===== src/design/dtlv_pkg.sv =====
`default_nettype none

package dtlv_pkg;

  // Option codes of the DHCP options area.
  localparam logic [7:0] CODE_HOSTNAME   = 8'h0C;
  localparam logic [7:0] CODE_REQ_IP     = 8'h32;
  localparam logic [7:0] CODE_LEASE      = 8'h33;
  localparam logic [7:0] CODE_MSG_TYPE   = 8'h35;
  localparam logic [7:0] CODE_SERVER     = 8'h36;
  localparam logic [7:0] CODE_PARAM_LIST = 8'h37;
  localparam logic [7:0] CODE_END        = 8'hFF;

  // Lease time reported when no lease option was seen.
  localparam logic [31:0] LEASE_DEFAULT = 32'h0000_FFFF;

  // Default depth of the queue between the classifier and the parser.
  localparam int unsigned FIFO_DEPTH = 2;

  // Number of value bytes captured into the 32-bit accumulator.
  localparam logic [2:0] CAPTURE_BYTES = 3'd4;

  // Class of a byte, as seen when it is taken as an option code.
  typedef enum logic [2:0] {
    CLS_NAME,
    CLS_REQ_IP,
    CLS_LEASE,
    CLS_MSG,
    CLS_SERVER,
    CLS_LIST,
    CLS_END,
    CLS_OTHER
  } dtlv_cls_e;

  // Parse phase of the options area.
  typedef enum logic [1:0] {
    PH_CODE,
    PH_LEN,
    PH_VALUE
  } dtlv_phase_e;

  // Reported parse status.
  typedef enum logic [1:0] {
    ST_OK,
    ST_OVERFLOW,
    ST_UNDEF
  } dtlv_status_e;

  // One classified byte travelling from the front end to the parser.
  typedef struct packed {
    logic [7:0] data;
    logic       first;
    logic       last;
    dtlv_cls_e  cls;
  } dtlv_item_t;

  // Map a byte to its option class.
  function automatic dtlv_cls_e classify(input logic [7:0] code);
    dtlv_cls_e cls;
    unique case (code)
      CODE_HOSTNAME:   cls = CLS_NAME;
      CODE_REQ_IP:     cls = CLS_REQ_IP;
      CODE_LEASE:      cls = CLS_LEASE;
      CODE_MSG_TYPE:   cls = CLS_MSG;
      CODE_SERVER:     cls = CLS_SERVER;
      CODE_PARAM_LIST: cls = CLS_LIST;
      CODE_END:        cls = CLS_END;
      default:         cls = CLS_OTHER;
    endcase
    return cls;
  endfunction

endpackage

`default_nettype wire


===== src/design/dhcp_option_tlv_parser.sv =====
`default_nettype none

// DHCP options parser: takes the options area one byte per transaction and
// returns one result per byte, echoing the byte, flagging host-name and
// parameter-list value bytes, and reporting the message type, requested IP,
// lease time and server identifier captured so far, with done and status.
// It sustains one byte per clock cycle when the output is not stalled; each byte
// is first written into the front-end queue and then, when the output register is
// free or being drained, moves into the output register, where its result is presented.
// The combinational parse step in the back end sets that rate, and
// the queue of FifoDepth entries lets input and output stall independently.

module dhcp_option_tlv_parser #(
  parameter int unsigned FifoDepth = dtlv_pkg::FIFO_DEPTH
) (
  input  wire logic        clk_i,
  input  wire logic        rst_ni,
  input  wire logic        in_valid_i,
  output logic             in_ready_o,
  input  wire logic [7:0]  option_byte_i,
  input  wire logic        first_i,
  input  wire logic        last_i,
  output logic             out_valid_o,
  input  wire logic        out_ready_i,
  output logic [7:0]       data_byte_o,
  output logic             name_byte_valid_o,
  output logic             list_byte_valid_o,
  output logic             done_res_o,
  output logic [1:0]       status_o,
  output logic [7:0]       message_type_o,
  output logic [31:0]      requested_ip_o,
  output logic [31:0]      lease_time_o,
  output logic [31:0]      server_ip_o
);

  dtlv_pkg::dtlv_item_t wr_item, rd_item;
  logic push, pop, full, empty;

  // Front end: accepts and classifies bytes.
  dtlv_front u_front (
    .in_valid_i    (in_valid_i),
    .in_ready_o    (in_ready_o),
    .option_byte_i (option_byte_i),
    .first_i       (first_i),
    .last_i        (last_i),
    .full_i        (full),
    .push_o        (push),
    .item_o        (wr_item)
  );

  // Queue between front end and parser.
  dtlv_fifo #(
    .Depth (FifoDepth)
  ) u_fifo (
    .clk_i     (clk_i),
    .rst_ni    (rst_ni),
    .push_i    (push),
    .wr_item_i (wr_item),
    .pop_i     (pop),
    .rd_item_o (rd_item),
    .full_o    (full),
    .empty_o   (empty)
  );

  // Back end: option parser and output register.
  dtlv_back u_back (
    .clk_i             (clk_i),
    .rst_ni            (rst_ni),
    .empty_i           (empty),
    .item_i            (rd_item),
    .pop_o             (pop),
    .out_valid_o       (out_valid_o),
    .out_ready_i       (out_ready_i),
    .data_byte_o       (data_byte_o),
    .name_byte_valid_o (name_byte_valid_o),
    .list_byte_valid_o (list_byte_valid_o),
    .done_res_o        (done_res_o),
    .status_o          (status_o),
    .message_type_o    (message_type_o),
    .requested_ip_o    (requested_ip_o),
    .lease_time_o      (lease_time_o),
    .server_ip_o       (server_ip_o)
  );

  // Any error status means the parse has finished.
  assert property (@(posedge clk_i) disable iff (!rst_ni)
    (out_valid_o && status_o != dtlv_pkg::ST_OK) |-> done_res_o)
    else $error("error status reported without done");

  // A value byte belongs to one option only.
  assert property (@(posedge clk_i) disable iff (!rst_ni)
    out_valid_o |-> !(name_byte_valid_o && list_byte_valid_o))
    else $error("byte flagged as both host name and parameter list");

  // A new result can only come from an item that was waiting in the queue.
  assert property (@(posedge clk_i) disable iff (!rst_ni)
    $rose(out_valid_o) |-> $past(!empty))
    else $error("result produced from an empty queue");

  // The queue never takes a transaction while full.
  assert property (@(posedge clk_i) disable iff (!rst_ni)
    full |-> !push)
    else $error("push into a full queue");

endmodule

`default_nettype wire


===== src/design/dtlv_front.sv =====
`default_nettype none

module dtlv_front (
  input  wire logic               in_valid_i,
  output logic                    in_ready_o,
  input  wire logic [7:0]         option_byte_i,
  input  wire logic               first_i,
  input  wire logic               last_i,
  input  wire logic               full_i,
  output logic                    push_o,
  output dtlv_pkg::dtlv_item_t    item_o
);

  // Accept a transaction whenever the queue has room.
  assign in_ready_o = !full_i;
  assign push_o     = in_valid_i && !full_i;

  // Classify the byte so the parser only has to look at a small code.
  always_comb begin
    item_o.data  = option_byte_i;
    item_o.first = first_i;
    item_o.last  = last_i;
    item_o.cls   = dtlv_pkg::classify(option_byte_i);
  end

endmodule

`default_nettype wire


===== src/design/dtlv_fifo.sv =====
`default_nettype none

module dtlv_fifo #(
  parameter int unsigned Depth = dtlv_pkg::FIFO_DEPTH
) (
  input  wire logic                 clk_i,
  input  wire logic                 rst_ni,
  input  wire logic                 push_i,
  input  wire dtlv_pkg::dtlv_item_t wr_item_i,
  input  wire logic                 pop_i,
  output dtlv_pkg::dtlv_item_t      rd_item_o,
  output logic                      full_o,
  output logic                      empty_o
);

  localparam int unsigned PtrW = (Depth > 1) ? $clog2(Depth) : 1;
  localparam int unsigned CntW = $clog2(Depth + 1);

  dtlv_pkg::dtlv_item_t mem_q [Depth];
  logic [PtrW-1:0] wr_ptr_q, rd_ptr_q;
  logic [CntW-1:0] count_q;

  assign full_o    = (count_q == CntW'(Depth));
  assign empty_o   = (count_q == '0);
  assign rd_item_o = mem_q[rd_ptr_q];

  // Storage for queued items.
  always_ff @(posedge clk_i) begin
    if (push_i) begin
      mem_q[wr_ptr_q] <= wr_item_i;
    end
  end

  // Pointers and fill count.
  always_ff @(posedge clk_i or negedge rst_ni) begin
    if (!rst_ni) begin
      wr_ptr_q <= '0;
      rd_ptr_q <= '0;
      count_q  <= '0;
    end else begin
      if (push_i) begin
        wr_ptr_q <= (wr_ptr_q == PtrW'(Depth - 1)) ? '0 : wr_ptr_q + 1'b1;
      end
      if (pop_i) begin
        rd_ptr_q <= (rd_ptr_q == PtrW'(Depth - 1)) ? '0 : rd_ptr_q + 1'b1;
      end
      if (push_i && !pop_i) begin
        count_q <= count_q + 1'b1;
      end else if (pop_i && !push_i) begin
        count_q <= count_q - 1'b1;
      end
    end
  end

endmodule

`default_nettype wire


===== src/design/dtlv_back.sv =====
`default_nettype none

module dtlv_back (
  input  wire logic                 clk_i,
  input  wire logic                 rst_ni,
  input  wire logic                 empty_i,
  input  wire dtlv_pkg::dtlv_item_t item_i,
  output logic                      pop_o,
  output logic                      out_valid_o,
  input  wire logic                 out_ready_i,
  output logic [7:0]                data_byte_o,
  output logic                      name_byte_valid_o,
  output logic                      list_byte_valid_o,
  output logic                      done_res_o,
  output logic [1:0]                status_o,
  output logic [7:0]                message_type_o,
  output logic [31:0]               requested_ip_o,
  output logic [31:0]               lease_time_o,
  output logic [31:0]               server_ip_o
);

  dtlv_pkg::dtlv_phase_e  phase_q, phase_d;
  dtlv_pkg::dtlv_cls_e    cls_q, cls_d;
  dtlv_pkg::dtlv_status_e err_q, err_d;
  logic [7:0]  left_q, left_d;
  logic [2:0]  idx_q, idx_d;
  logic [31:0] shift_q, shift_d;
  logic [7:0]  msg_q, msg_d;
  logic [31:0] req_q, req_d;
  logic [31:0] lease_q, lease_d;
  logic [31:0] server_q, server_d;
  logic        fin_q, fin_d;
  logic        name_v, list_v, commit;
  logic        out_valid_q;
  logic [7:0]  data_q;
  logic        name_q, list_q;

  // Take the next item when the output register is free or being drained.
  assign pop_o = !empty_i && (!out_valid_q || out_ready_i);

  // Parse step for the item at the head of the queue.
  always_comb begin
    phase_d  = phase_q;
    cls_d    = cls_q;
    err_d    = err_q;
    left_d   = left_q;
    idx_d    = idx_q;
    shift_d  = shift_q;
    msg_d    = msg_q;
    req_d    = req_q;
    lease_d  = lease_q;
    server_d = server_q;
    fin_d    = fin_q;
    name_v   = 1'b0;
    list_v   = 1'b0;
    commit   = 1'b0;

    // A first byte starts a new area from a clean slate.
    if (item_i.first) begin
      phase_d  = dtlv_pkg::PH_CODE;
      cls_d    = dtlv_pkg::CLS_OTHER;
      err_d    = dtlv_pkg::ST_OK;
      left_d   = '0;
      idx_d    = '0;
      shift_d  = '0;
      msg_d    = '0;
      req_d    = '0;
      lease_d  = dtlv_pkg::LEASE_DEFAULT;
      server_d = '0;
      fin_d    = 1'b0;
    end

    if (!fin_d) begin
      unique case (phase_d)
        dtlv_pkg::PH_LEN: begin
          left_d  = item_i.data;
          idx_d   = '0;
          shift_d = '0;
          if (item_i.data == 8'd0) begin
            commit = 1'b1;
          end else if (item_i.last) begin
            err_d = dtlv_pkg::ST_OVERFLOW;
            fin_d = 1'b1;
          end else begin
            phase_d = dtlv_pkg::PH_VALUE;
          end
        end
        dtlv_pkg::PH_VALUE: begin
          name_v = (cls_d == dtlv_pkg::CLS_NAME);
          list_v = (cls_d == dtlv_pkg::CLS_LIST);
          // Big-endian capture of the first four value bytes.
          if (idx_d < dtlv_pkg::CAPTURE_BYTES) begin
            case (idx_d[1:0])
              2'd0:    shift_d[31:24] = item_i.data;
              2'd1:    shift_d[23:16] = item_i.data;
              2'd2:    shift_d[15:8]  = item_i.data;
              default: shift_d[7:0]   = item_i.data;
            endcase
            idx_d = idx_d + 3'd1;
          end
          left_d = left_d - 8'd1;
          if (left_d == 8'd0) begin
            commit = 1'b1;
          end else if (item_i.last) begin
            err_d = dtlv_pkg::ST_OVERFLOW;
            fin_d = 1'b1;
          end
        end
        default: begin
          if (item_i.cls == dtlv_pkg::CLS_END) begin
            fin_d = 1'b1;
          end else if (item_i.last) begin
            err_d = dtlv_pkg::ST_OVERFLOW;
            fin_d = 1'b1;
          end else begin
            cls_d   = item_i.cls;
            phase_d = dtlv_pkg::PH_LEN;
          end
        end
      endcase

      // A complete option commits its capture or flags an undefined code.
      if (commit) begin
        if (cls_d == dtlv_pkg::CLS_OTHER || cls_d == dtlv_pkg::CLS_END) begin
          err_d = dtlv_pkg::ST_UNDEF;
          fin_d = 1'b1;
        end else begin
          case (cls_d)
            dtlv_pkg::CLS_REQ_IP: req_d    = shift_d;
            dtlv_pkg::CLS_LEASE:  lease_d  = shift_d;
            dtlv_pkg::CLS_MSG:    msg_d    = shift_d[31:24];
            dtlv_pkg::CLS_SERVER: server_d = shift_d;
            default:              ;
          endcase
          phase_d = dtlv_pkg::PH_CODE;
          if (item_i.last) begin
            fin_d = 1'b1;
          end
        end
      end
    end
  end

  // Parse state and captured results, updated once per popped item.
  always_ff @(posedge clk_i or negedge rst_ni) begin
    if (!rst_ni) begin
      phase_q  <= dtlv_pkg::PH_CODE;
      cls_q    <= dtlv_pkg::CLS_OTHER;
      err_q    <= dtlv_pkg::ST_OK;
      left_q   <= '0;
      idx_q    <= '0;
      shift_q  <= '0;
      msg_q    <= '0;
      req_q    <= '0;
      lease_q  <= dtlv_pkg::LEASE_DEFAULT;
      server_q <= '0;
      fin_q    <= 1'b0;
    end else if (pop_o) begin
      phase_q  <= phase_d;
      cls_q    <= cls_d;
      err_q    <= err_d;
      left_q   <= left_d;
      idx_q    <= idx_d;
      shift_q  <= shift_d;
      msg_q    <= msg_d;
      req_q    <= req_d;
      lease_q  <= lease_d;
      server_q <= server_d;
      fin_q    <= fin_d;
    end
  end

  // Output register valid flag.
  always_ff @(posedge clk_i or negedge rst_ni) begin
    if (!rst_ni) begin
      out_valid_q <= 1'b0;
    end else if (pop_o) begin
      out_valid_q <= 1'b1;
    end else if (out_ready_i) begin
      out_valid_q <= 1'b0;
    end
  end

  // Per-byte result fields.
  always_ff @(posedge clk_i) begin
    if (pop_o) begin
      data_q <= item_i.data;
      name_q <= name_v;
      list_q <= list_v;
    end
  end

  // Captured results change only on a pop, together with the output register.
  assign out_valid_o       = out_valid_q;
  assign data_byte_o       = data_q;
  assign name_byte_valid_o = name_q;
  assign list_byte_valid_o = list_q;
  assign done_res_o        = fin_q;
  assign status_o          = err_q;
  assign message_type_o    = msg_q;
  assign requested_ip_o    = req_q;
  assign lease_time_o      = lease_q;
  assign server_ip_o       = server_q;

endmodule

`default_nettype wire

===== config.mk =====
export PLATFORM = sky130hd
export DESIGN_NAME = dhcp_option_tlv_parser
export DESIGN_NICKNAME = d
export VERILOG_FILES = /design/src/design/dtlv_pkg.sv /design/src/design/dhcp_option_tlv_parser.sv /design/src/design/dtlv_front.sv /design/src/design/dtlv_fifo.sv /design/src/design/dtlv_back.sv
export SDC_FILE = /design/constraint.sdc
export NUM_CORES = 1
export LEC_CHECK = 0
export BUFFER_PORTS_ARGS = -buffer_cell sky130_fd_sc_hd__buf_4
export CAP_MARGIN = 10
export CORE_MARGIN = 2
export CORE_UTILIZATION = 45
export DETAILED_ROUTE_END_ITERATION = 7
export GPL_TIMING_DRIVEN = 0
export HOLD_SLACK_MARGIN = 0.05
export PLACE_DENSITY = 0.66
export SETUP_SLACK_MARGIN = 0.05
export SLEW_MARGIN = 20
export SYNTH_ARGS = -nofsm -noshare
export SYNTH_HDL_FRONTEND = slang
export SYNTH_SLANG_ARGS = --single-unit
export TNS_END_PERCENT = 5

===== constraint.sdc =====
create_clock -name clk_i -period 4.16 [get_ports clk_i]
set_input_delay 0.208 -clock clk_i [delete_from_list [all_inputs] [get_ports clk_i]]
set_output_delay 0.208 -clock clk_i [all_outputs]
set_load 0.005 [all_outputs]

==> results.yml <==
worst_setup_path:
  worstRegToRegCells: 15
  worstSetupEndpointType: "flip-flop"
  worstReg2RegStart: "u_fifo.rd_ptr_q"
  crit_arrival_ns: 4.16
  r2r_end: "u_back.message_type_o[6]"
  path_max_fanout: 10
  timing.critical_path.from_type: "flip-flop"
  critical_path_required_ns: 4.45
  worst_path_class_setup: "flip-flop to flip-flop"
  slack_of_the_worst_reg_to_reg_path_ns: 0.29
timing:
  layout_min_cycle_time_ns: 3.87
  drv_slew: 0
  setup-violations-final: 0
  timing_hold_violations_final: 0
  final_critical_path_setup_slack_ns: 0.291
  final_clock_skew_ns: 0.0139
  worst_slew_pin_slew_ns: 1.05
  maxClockFrequency_mhz: 258
  max_slew_margin: 0.282
  rsz0062_at_grt: "no"
  period_share: 0.930
power_and_ir_drop:
  sw_frac_of_total: 0.403
  power.ir.vdd_worst_uv: 284
  power_frac_seq: 0.377
  leakagePower_uw: 0.00484
  total_power_divided_by_cell_area_nw_per_um2: 525
  power_report.internal_total_uw: 3640
  p_clk_frac: 0.267
  switchingPower_uw: 2460
  combinationalPowerShare: 0.356
synth:
  yosys.cell_count.top_type: "sky130_fd_sc_hd__nand2_1"
  synth_top_cell_by_area: "sky130_fd_sc_hd__dfrtp_1"
  synth_area_um2: 9470
  post_synth.cell_area_avg_um2: 10.5
  ys_types: 65
  ys_top_cells_by_area: "sky130_fd_sc_hd__dfrtp_1 (37%), sky130_fd_sc_hd__edfxtp_1 (11%), sky130_fd_sc_hd__o21ai_0 (5.9%)"
  synth_warnings: 0
  synth_edf_count: 36
  syn-instance-count: 905
  ys_dominant_reg_cell: "sky130_fd_sc_hd__dfrtp_1"
  synth-seq-cells: 196
  synth_sequential_area_ratio: 0.540
  share_of_synthesized_flip_flops_with_an_asynchronous_set_or_reset: 0.816
  synth_largest_type_area_fraction: 0.373
  synth.top_cells.by_count: "sky130_fd_sc_hd__nand2_1 (147), sky130_fd_sc_hd__dfrtp_1 (141), sky130_fd_sc_hd__o21ai_0 (111)"
  synth_nets: 929
route:
  wl_per_cell_um: 20.1
  routed_wl_mm: 27.3
  route.antenna.remaining_nets: 0
  vias: 7844
  detail_route.first_pass.iterations: 5
  drc: 0
  detail_route.iter0.violations: 820
  viasPerCell: 5.79
grt:
  grt_antenna_before_repair: 0
  grt_pass1_vias: 7505
  maximum_number_of_pins_on_one_net_before_global_route_repair: 82
  grt_first_pass_wirelength_mm: 42.3
  combined_global_route_utilization_of_all_metal_layers: 0.249
  grt_overflow_total: 0
cells_and_area:
  stdcell_area_um2: 11600
  count_of_nets_after_finishing: 1091
  syn2layout_area_growth_pct: 22.9
  layout-drive-gt1-share: 0.244
  antenna-diode-count: 0
  layout.filler_cells: 1859
cts:
  cts-htree-levels: 4
  cts_tree: "yes"
  clk_pin_slew_ns: 0.07
  worst_case_clock_buffer_depth: 2
  tritoncts_num_sinks: 196
  cts-buffers-inserted: 17
  clk_root_buffer_cell: "sky130_fd_sc_hd__clkbuf_16"
  worst_skew_pair.late_latency_ns: 0.44
floorplan:
  fp.dieArea_um2: 22200
  floorplan.core_area_um2: 20800
  io-pin-count: 133
  die_x_um: 149
  initial_utilization: 0.455
  die_extent_in_y_um: 149
  row_count: 53
status:
  outcome: "completed"
place:
  dp_hpwl_mm: 18.7
  placedInstanceArea_um2: 10800
  gpl.final_weighted_congestion: 0.881
  pre_cts_slack_ns: -1.33
  port_buffers: 132
worst_hold_path:
  worst_hold_path_type: "primary input to flip-flop"
  cell_count_of_the_worst_hold_path: 3
  timing.hold.worst.start: "in_valid_i"
  worstHoldEndpoint: "u_fifo.wr_ptr_q"
run:
  cap_viol_max_count: 0
-- metal layers --
layer / share of wire / vias to the layer above / GRT usage
li1: - / 3605 / -
met1: 0.45 / 3897 / 0.361
met2: 0.46 / 300 / 0.382
met3: 0.070 / 42 / 0.0462
met4: 0.019 / 0 / 0.0767
met5: 0 / - / 0
-- per-stage QoR --
| stage | utilization | power (uW) | hold slack (ns) | instances | TNS [ns] |
|---|---|---|---|---|---|
| floorplan | - | 3630 | -0.0876 | 905 | 0 |
| global placement | 0.519 | 4360 | 0.400 | 1312 | -103.62 |
| detailed placement | 0.521 | 4390 | 0.253 | 1313 | -107.02 |
| CTS | 0.558 | 6080 | 0.0845 | 1357 | 0 |
| global route | 0.559 | 6390 | 0.146 | 1355 | 0 |
| finish | 0.559 | 6100 | 0.119 | 1355 | 0 |
-- cell usage in the layout, fill, tap and decap left out, types with 36 or more instances in the layout --
cell type                  count
sky130_fd_sc_hd__nor2_1       40
sky130_fd_sc_hd__clkbuf_1     39
sky130_fd_sc_hd__mux2i_1      41
sky130_fd_sc_hd__o211ai_1     56
sky130_fd_sc_hd__edfxtp_1     36
sky130_fd_sc_hd__nand2_1     147
sky130_fd_sc_hd__o21ai_0     110
sky130_fd_sc_hd__dfrtp_1     141
sky130_fd_sc_hd__buf_4       132
sky130_fd_sc_hd__a21oi_1      36
-- flip-flops by register name (all words and copies together) (netlist names), 2 cells and up --
signal / count
u_back.server_ip_o: 32
u_back.cls_q: 3
u_fifo.mem_q: 26
u_back.data_byte_o: 8
u_fifo.count_q: 2
u_back.left_q: 8
u_back.message_type_o: 8
u_back.lease_time_o: 32
u_back.idx_q: 3
u_back.requested_ip_o: 32
u_back.status_o: 2
u_back.phase_q: 2
u_back.shift_q: 32
-- worst max-delay path: stages, from the launching register on --
cell and delay, ns:
sky130_fd_sc_hd__dfrtp_1 0.35, sky130_fd_sc_hd__buf_6 0.14, sky130_fd_sc_hd__mux2i_4 0.30, sky130_fd_sc_hd__clkbuf_8 0.22
sky130_fd_sc_hd__clkbuf_4 0.23, sky130_fd_sc_hd__buf_6 0.18, sky130_fd_sc_hd__nand2_1 0.10, sky130_fd_sc_hd__ha_2 0.27
sky130_fd_sc_hd__o41ai_1 0.44, sky130_fd_sc_hd__o2111ai_2 0.25, sky130_fd_sc_hd__o41a_1 0.37, sky130_fd_sc_hd__buf_6 0.15
sky130_fd_sc_hd__buf_2 0.20, sky130_fd_sc_hd__clkbuf_4 0.25, sky130_fd_sc_hd__o211ai_1 0.19, sky130_fd_sc_hd__o21ai_0 0.10
-- logic make-up after synthesis --
group / Yosys count / share of synthesized area
adders and majority gates: 10 / 0.0132
xor gates and xnor gates: 9 / 0.00833
muxes: 49 / 0.0525
DFF: 196 / 0.540
buffers and inverters: 93 / 0.0427
AOI/OAI and AO/OA: 297 / 0.224
and+or+nand+nor: 251 / 0.120
-- repair_timing --
item	CTS	global route
hold buffers	12	0
endpoints found under the hold margin	97	0
resized for setup	15	9
setup buffers	0	1
setup endpoints to repair	139	131
pin swaps	1	1
-- area by class of cell --
type,instances,area [um2],area share
Multi-Input combinational cell,616,4030,0.346
Tap cell,275,344,0.0296
Clock inverter,14,143,0.0123
Clock buffer,18,439,0.0377
Sequential cell,196,5110,0.439
Buffer,67,333,0.0286
Timing Repair Buffer,146,1150,0.0992
Inverter,23,86.3,0.00742
-- how the worst max path moves through the flow --
| stage | slack, ns | endpoint | depth (start not counted) | from |
|---|---|---|---|---|
| finish | 0.29 | u_back.message_type_o[6] | 15 | u_fifo.rd_ptr_q |
| global route | 0.06 | u_back.requested_ip_o[8] | 15 | u_fifo.rd_ptr_q |
| CTS | 0.07 | u_back.message_type_o[6] | 17 | u_fifo.rd_ptr_q |
| detailed placement | -1.33 | u_back.requested_ip_o[5] | 15 | u_fifo.rd_ptr_q |
| global placement | -1.33 | u_back.requested_ip_o[1] | 15 | u_fifo.rd_ptr_q |
| floorplan | 0.34 | u_back.server_ip_o[31] | 16 | u_fifo.rd_ptr_q |
-- power groups by stage --
stage / registers [uW] / clock network, uW / logic, uW
after global routing: 2320 / 1720 / 2340
final: 2300 / 1630 / 2170
after global placement: 2330 / 0 / 2030
after detailed placement: 2340 / 0 / 2060
after CTS: 2300 / 1660 / 2120
after floorplan: 2320 / 0 / 1320
No activity file was read; power rests on OpenSTA's default activity.
